==> src/rtl/dmts_pkg.sv <==
// ----------------------------------------------------------------------------
// dmts_pkg
// shared types, codes and the task ordering rule of the scheduler
// ----------------------------------------------------------------------------
package dmts_pkg;

   localparam int IDENT_W    = 16;
   localparam int TIME_W     = 31;
   localparam int LEVEL_W    = 4;
   localparam int SLACK_W    = 42;
   localparam int WEIGHT_W   = 10;
   localparam int FRAC_W     = 16;
   localparam int GAP_W      = 32;
   localparam int CSR_IDX_W  = 2;
   localparam int CSR_DATA_W = 16;

   typedef enum logic [2:0] {
      OP_TICK    = 3'd0,
      OP_ARRIVE  = 3'd1,
      OP_FINISH  = 3'd2,
      OP_TO_IO   = 3'd3,
      OP_IO_DONE = 3'd4,
      OP_DECIDE  = 3'd5
   } op_type;

   typedef enum logic [CSR_IDX_W-1:0] {
      CSR_WEIGHT_HIGH  = 2'd0,
      CSR_WEIGHT_LOW   = 2'd1,
      CSR_GAP_FRACTION = 2'd2
   } csr_type;

   // one row of the task table
   typedef struct packed {
      logic [IDENT_W-1:0]       ident;
      logic [TIME_W-1:0]        deadline;
      logic [LEVEL_W-1:0]       level;
      logic signed [SLACK_W-1:0] slack;
   } task_entry_type;

   // requests to the gap unit
   typedef struct packed {
      logic                    look;
      logic                    ins;
      logic [FRAC_W-1:0]       frac;
      logic signed [GAP_W-1:0] gval;
   } gap_cmd_type;

   typedef struct packed {
      logic                    done;
      logic signed [GAP_W-1:0] pg;
   } gap_rsp_type;

   // higher level first, then smaller slack, then earlier deadline
   function automatic logic goes_before(task_entry_type a, task_entry_type b);
      logic r;
      if (a.level != b.level) begin
         r = a.level > b.level;
      end else if (a.slack != b.slack) begin
         r = a.slack < b.slack;
      end else begin
         r = a.deadline < b.deadline;
      end
      return r;
   endfunction

endpackage

==> src/rtl/dmts_gap_unit.sv <==
// ----------------------------------------------------------------------------
// dmts_gap_unit
// sorted store of distinct i/o start gaps with percentile lookup and insert
// ----------------------------------------------------------------------------
module dmts_gap_unit #(
   parameter int GAPS = 64
) (
   input  logic                 clock,
   input  logic                 reset,
   input  dmts_pkg::gap_cmd_type cmd,
   output dmts_pkg::gap_rsp_type rsp
);

   localparam int CW = $clog2(GAPS + 1);
   localparam int GW = (GAPS > 1) ? $clog2(GAPS) : 1;

   typedef enum logic [2:0] {
      G_IDLE, G_LOOK, G_FIND, G_FCMP, G_PLACE, G_SHIFT, G_SWR
   } gstate_type;

   gstate_type gst_ff, gst_in;
   logic [CW-1:0] cnt_ff, cnt_in, pos_ff, pos_in, k_ff, k_in;
   logic signed [dmts_pkg::GAP_W-1:0] g_ff, g_in, pg_ff, pg_in;
   logic done_ff, done_in;

   logic signed [dmts_pkg::GAP_W-1:0] mem [GAPS];
   logic signed [dmts_pkg::GAP_W-1:0] rd_q;
   logic [GW-1:0] rd_addr, wr_addr;
   logic wr_en;
   logic signed [dmts_pkg::GAP_W-1:0] wr_data;

   logic [CW+dmts_pkg::FRAC_W-1:0] lk_prod;
   logic [CW-1:0] lk_idx, k_dec;

   always_comb begin
      lk_prod = CW'(cnt_ff) * (CW + dmts_pkg::FRAC_W)'(cmd.frac);
      lk_idx  = lk_prod[CW+dmts_pkg::FRAC_W-1:dmts_pkg::FRAC_W];
      if (lk_idx >= cnt_ff && cnt_ff != '0) begin
         lk_idx = cnt_ff - CW'(1);
      end
      k_dec = k_ff - CW'(1);
   end

   always_comb begin
      gst_in  = gst_ff;
      cnt_in  = cnt_ff;
      pos_in  = pos_ff;
      k_in    = k_ff;
      g_in    = g_ff;
      pg_in   = pg_ff;
      done_in = 1'b0;
      rd_addr = pos_ff[GW-1:0];
      wr_en   = 1'b0;
      wr_addr = pos_ff[GW-1:0];
      wr_data = g_ff;
      case (gst_ff)
         G_IDLE: begin
            if (cmd.look) begin
               rd_addr = lk_idx[GW-1:0];
               gst_in  = G_LOOK;
            end else if (cmd.ins) begin
               g_in   = cmd.gval;
               pos_in = '0;
               gst_in = G_FIND;
            end
         end
         G_LOOK: begin
            // empty store reads as a zero gap
            pg_in   = (cnt_ff == '0) ? '0 : rd_q;
            done_in = 1'b1;
            gst_in  = G_IDLE;
         end
         G_FIND: begin
            if (pos_ff == cnt_ff) begin
               gst_in = G_PLACE;
            end else begin
               rd_addr = pos_ff[GW-1:0];
               gst_in  = G_FCMP;
            end
         end
         G_FCMP: begin
            if (rd_q < g_ff) begin
               pos_in = pos_ff + CW'(1);
               gst_in = G_FIND;
            end else if (rd_q == g_ff) begin
               done_in = 1'b1;
               gst_in  = G_IDLE;
            end else begin
               gst_in = G_PLACE;
            end
         end
         G_PLACE: begin
            if (cnt_ff >= CW'(GAPS)) begin
               done_in = 1'b1;
               gst_in  = G_IDLE;
            end else begin
               k_in   = cnt_ff;
               gst_in = G_SHIFT;
            end
         end
         G_SHIFT: begin
            if (k_ff > pos_ff) begin
               rd_addr = k_dec[GW-1:0];
               gst_in  = G_SWR;
            end else begin
               wr_en   = 1'b1;
               cnt_in  = cnt_ff + CW'(1);
               done_in = 1'b1;
               gst_in  = G_IDLE;
            end
         end
         G_SWR: begin
            wr_en   = 1'b1;
            wr_addr = k_ff[GW-1:0];
            wr_data = rd_q;
            k_in    = k_dec;
            gst_in  = G_SHIFT;
         end
         default: gst_in = G_IDLE;
      endcase
   end

   always_ff @(posedge clock) begin
      if (reset) begin
         gst_ff  <= G_IDLE;
         cnt_ff  <= '0;
         done_ff <= 1'b0;
      end else begin
         gst_ff  <= gst_in;
         cnt_ff  <= cnt_in;
         done_ff <= done_in;
      end
      pos_ff <= pos_in;
      k_ff   <= k_in;
      g_ff   <= g_in;
      pg_ff  <= pg_in;
   end

   always_ff @(posedge clock) begin
      if (wr_en) begin
         mem[wr_addr] <= wr_data;
      end
      rd_q <= mem[rd_addr];
   end

   assign rsp.done = done_ff;
   assign rsp.pg   = pg_ff;

endmodule

==> config.mk <==
export PLATFORM = sky130hd
export DESIGN_NAME = dmts_gap_unit
export DESIGN_NICKNAME = d
export VERILOG_FILES = /design/src/rtl/dmts_pkg.sv /design/src/rtl/dmts_gap_unit.sv
export SDC_FILE = /design/constraint.sdc
export NUM_CORES = 2
export LEC_CHECK = 0
export ABC_CLOCK_PERIOD_IN_PS = 18800
export BUFFER_PORTS_ARGS = -buffer_cell sky130_fd_sc_hd__clkbuf_2
export CAP_MARGIN = 5
export CORE_ASPECT_RATIO = 0.9
export CORE_MARGIN = 2
export CORE_UTILIZATION = 35
export DETAILED_ROUTE_END_ITERATION = 10
export PLACE_DENSITY_LB_ADDON = 0.12
export SYNTH_ARGS = -nofsm -noshare
export SYNTH_HDL_FRONTEND = slang
export SYNTH_SLANG_ARGS = --single-unit
==> constraint.sdc <==
create_clock -name clock -period 18.8 [get_ports clock]
set_clock_uncertainty 0.1 [all_clocks]
set_input_delay 0.94 -clock clock [delete_from_list [all_inputs] [get_ports clock]]
set_output_delay 0.94 -clock clock [all_outputs]
set_load 0.005 [all_outputs]
==> qor.csv <==
stage;metric;value;unit
yosys;fraction of the mapped netlist area in adder cells;0.02748;
setup_path;largest stage delay on the critical path;950;ps
min_path;startpoint of the worst hold path;cmd[10];
grt;vias in the first global route;56511;
clock_tree;CTS Hold Buffers Added;0;
job;max_cap viols;0;
clock_tree;Clock Sinks;2169;
setup_path;CP Max Fanout;86;
pwr;P_sw;3.162;mW
setup_path;Critical Path RT;19460;ps
route;WL/cell;29.46;um
timing;Fmax;88.11;MHz
setup_path;reg2reg start;cnt_ff[2];
pwr;leak pwr;34.61;nW
floorplanning;num ports;85;
yosys;post-synth top area share;0.7053;
setup_path;Critical-path top delay cell;buf_4;
yosys;post-synthesis compound-gate area fraction;0.07194;
timing;Final Hold Violating Endpoints;0;
pwr;combinational share of power;0.135;
clock_tree;postcts setup bufs;0;
place;gp weighted congestion;0.8003;
yosys;Seq cells post-synth;2169;
grt;initial antenna violation count;21;
yosys;Simple-Gate Fraction of Synth Area;0.1508;
timing;Worst Tran Pin Value;1398;ps
clock_tree;PostCTS Resize Cnt;0;
timing;final setup margin;7451;ps
finish;Nets;7171;
pwr;Sw Ratio;0.2794;
grt;first-pass GRT wire length;440300;um
yosys;netlist area before placement;0.09052;mm^2
place;count of input and output buffers;84;
yosys;Post-Synth XOR/XNOR Area;0.003096;
route;antenna-violating nets left;0;
grt;GRT overflow;0;
route;DRT Pass-1 Iters;5;
setup_path;Worst setup SP type;register;
yosys;synth warn;0;
min_path;Hold Path Class;input port to register;
run_status;status;finished clean;
yosys;synthesized area per cell;13.01;um^2
setup_path;R2R setup slack;7450;ps
finish;final core utilization;0.3971;
grt;GRT Total Usage;0.2323;
clock_tree;clk buf depth;4;
clock_tree;TritonCTS Buffers;229;
setup_path;worst r2r dst;rd_q[24];
floorplanning;Die Height;486.4;um
pwr;power share of the sequential group;0.483;
floorplanning;Die Area;0.2627;mm^2
timing;Final Setup Violations;0;
clock_tree;H-Tree Depth;4;
pwr;power per cell area;110.5;mW/mm^2
setup_path;Arr. time, crit path;12010;ps
min_path;hold depth;1;
yosys;top cells by area, synth;edfxtp_1 71%, nand2_1 7.2%, nand3_1 4.4%, fa_1 1.5%, ha_1 1.2%;
floorplanning;Die X;540.1;um
yosys;area leader, netlist;edfxtp_1;
pwr;P_int;8.153;mW
setup_path;critical path type;register to register;
pwr;Clock power frac;0.381;
clock_tree;CTS root buf;clkbuf_16;
timing;minimum clock period;11350;ps
grt;pin count of the biggest net entering global routing;180;
yosys;net count after synthesis;7165;
floorplanning;Initial Util;0.3511;
finish;Filler cells;24291;
place;hpwl dp;165700;um
pwr;Overall Power;11.31;mW
timing;Slew Limit Fails;0;
timing;Final period util;0.6037;
route;vias;59002;
yosys;async set-reset flop share out of synthesis;0;
yosys;Unique masters post-synth;76;
setup_path;R2R depth;30;
pwr;Peak supply drop;0.00007658;V
yosys;mux cell area share after synthesis;0.002557;
timing;setup TNS;0;ps
route;Via density;5.592;
finish;Layout area overhead;13.09;%
clock_tree;TritonCTS clock tree;yes;
route;final WL;310900;um
timing;RSZ-0062 raised after global routing;no;
route;initial DRC count;7068;
floorplanning;Std-Cell Core Area;0.2578;mm^2
clock_tree;Clock Latency Late Sink;920;ps
clock_tree;Worst-path clk slew;60;ps
route;post-route DRC violation count;0;
yosys;Seq/Total Area, Yosys;0.7148;
finish;layout cell share with drive strength beyond 1;0.09866;
yosys;Post-synth top flop;edfxtp_1;
yosys;number of synthesized flops with an enable pin;2126;
yosys;cell count after synthesis;6955;
floorplanning;# rows;177;
yosys;main combinational cell family by area after synthesis;simple AND/OR/NAND/NOR gates;
min_path;Hold EP;g_ff[10];
place;pre-CTS setup slack;7305;ps
timing;Worst slew margin;0.05972;
setup_path;Critical Path End Type;register;
placed cells by master (no fill, tap or decap), types with 61 or more instances in the layout:
master / n
a2111oi_0: 97
a21oi_1: 158
a221oi_1: 70
a22oi_1: 63
a311oi_1: 95
a31oi_1: 103
a32oi_1: 61
and2_1: 115
and3_1: 171
buf_4: 167
clkbuf_1: 78
clkbuf_16: 233
clkbuf_2: 84
edfxtp_1: 2126
fa_1: 68
ha_1: 90
inv_1: 117
nand2_1: 1727
nand3_1: 793
nand4_1: 77
nor2_4: 68
o21ai_0: 64
critical path, delay by kind of cell, from the launching register on:
family | cells | cell delay, ps
AO/OA/AOI/OAI | 12 | 2570
adder cells (fa/ha/maj) | 6 | 2620
buffers and inverters | 6 | 3260
flip-flops | 1 | 900
multiplexers | 1 | 260
AND/OR/NAND/NOR | 5 | 1210
cell families after synthesis:
family,count (synthesis)
compound gates,900
xor+xnor,32
fa+ha+maj,158
buf+inv,600
flops,2169
mux,22
simple gates,3074
synthesized netlist by cell type (all sizes together) (8+ instances only):
cell / number
fa: 68
o21ai: 102
dfxtp: 43
a31oi: 103
clkbuf: 234
o31a: 30
and2: 119
a21oi: 159
nor2: 118
nand4: 77
xnor2: 25
o31ai: 38
ha: 90
a221oi: 71
a2111oi: 101
buf: 248
nor2b: 11
a211oi: 17
a21o: 15
edfxtp: 2126
nand3: 795
nor3: 21
and3: 173
nand2b: 8
a311oi: 95
a32oi: 61
nand2: 1731
mux2i: 19
a22oi: 63
inv: 117
metrics by stage:
stage	hold slack [ps]	std cells	cell area (um^2)
floorplan	433.3	6955	90520
CTS	72.73	10547	102400
finish	131.5	10551	102400
global placement	537.1	10131	95410
detailed placement	529.2	10131	95410
global route	96.67	10548	102400
layout make-up:
cell class | instances | area (um^2) | share of cell area
antenna | 4 | 10.01 | 0.00009779
tap | 3401 | 4255 | 0.04157
multi-input combinational | 4186 | 24210 | 0.2366
clock inverter | 86 | 559.3 | 0.005464
clock buffer | 330 | 6385 | 0.06237
sequential | 2169 | 64700 | 0.6321
inverter | 118 | 442.9 | 0.004327
timing repair buffer | 257 | 1794 | 0.01753
state kept, by name, indices dropped and copies added (netlist names):
register  flops
g_ff         32
cnt_ff        7
gst_ff        3
pos_ff        7
done_ff       1
k_ff          7
mem        2048
rd_q         32
pg_ff        32
power groups by stage:
stage	Sequential (mW)	Clock [mW]	Combinational [mW]
6_report	5.47	4.32	1.53
5_1_grt	5.47	4.56	1.65
4_1_cts	5.47	4.39	1.53
2_1_floorplan	5.51	0	0.882
3_3_place_gp	5.58	0	1.51
3_5_place_dp	5.57	0	1.52
routing by layer:
layer | part of all wire | track usage
met1 | 0.46 | 0.3439
met2 | 0.45 | 0.3560
met3 | 0.075 | 0.03999
met4 | 0.021 | 0.05095
met5 | 0.000039 | 0
worst max-delay path by stage:
stage	from	to	cells past startpoint
after floorplan	cmd[41]	rd_q[29]	30
after global placement	cmd[41]	rd_q[12]	32
after detailed placement	cmd[41]	rd_q[24]	31
after CTS	cnt_ff[2]	rd_q[24]	30
after global routing	cnt_ff[2]	rd_q[24]	30
final	cnt_ff[2]	rd_q[24]	30
No activity file was read; power rests on OpenSTA's default activity.
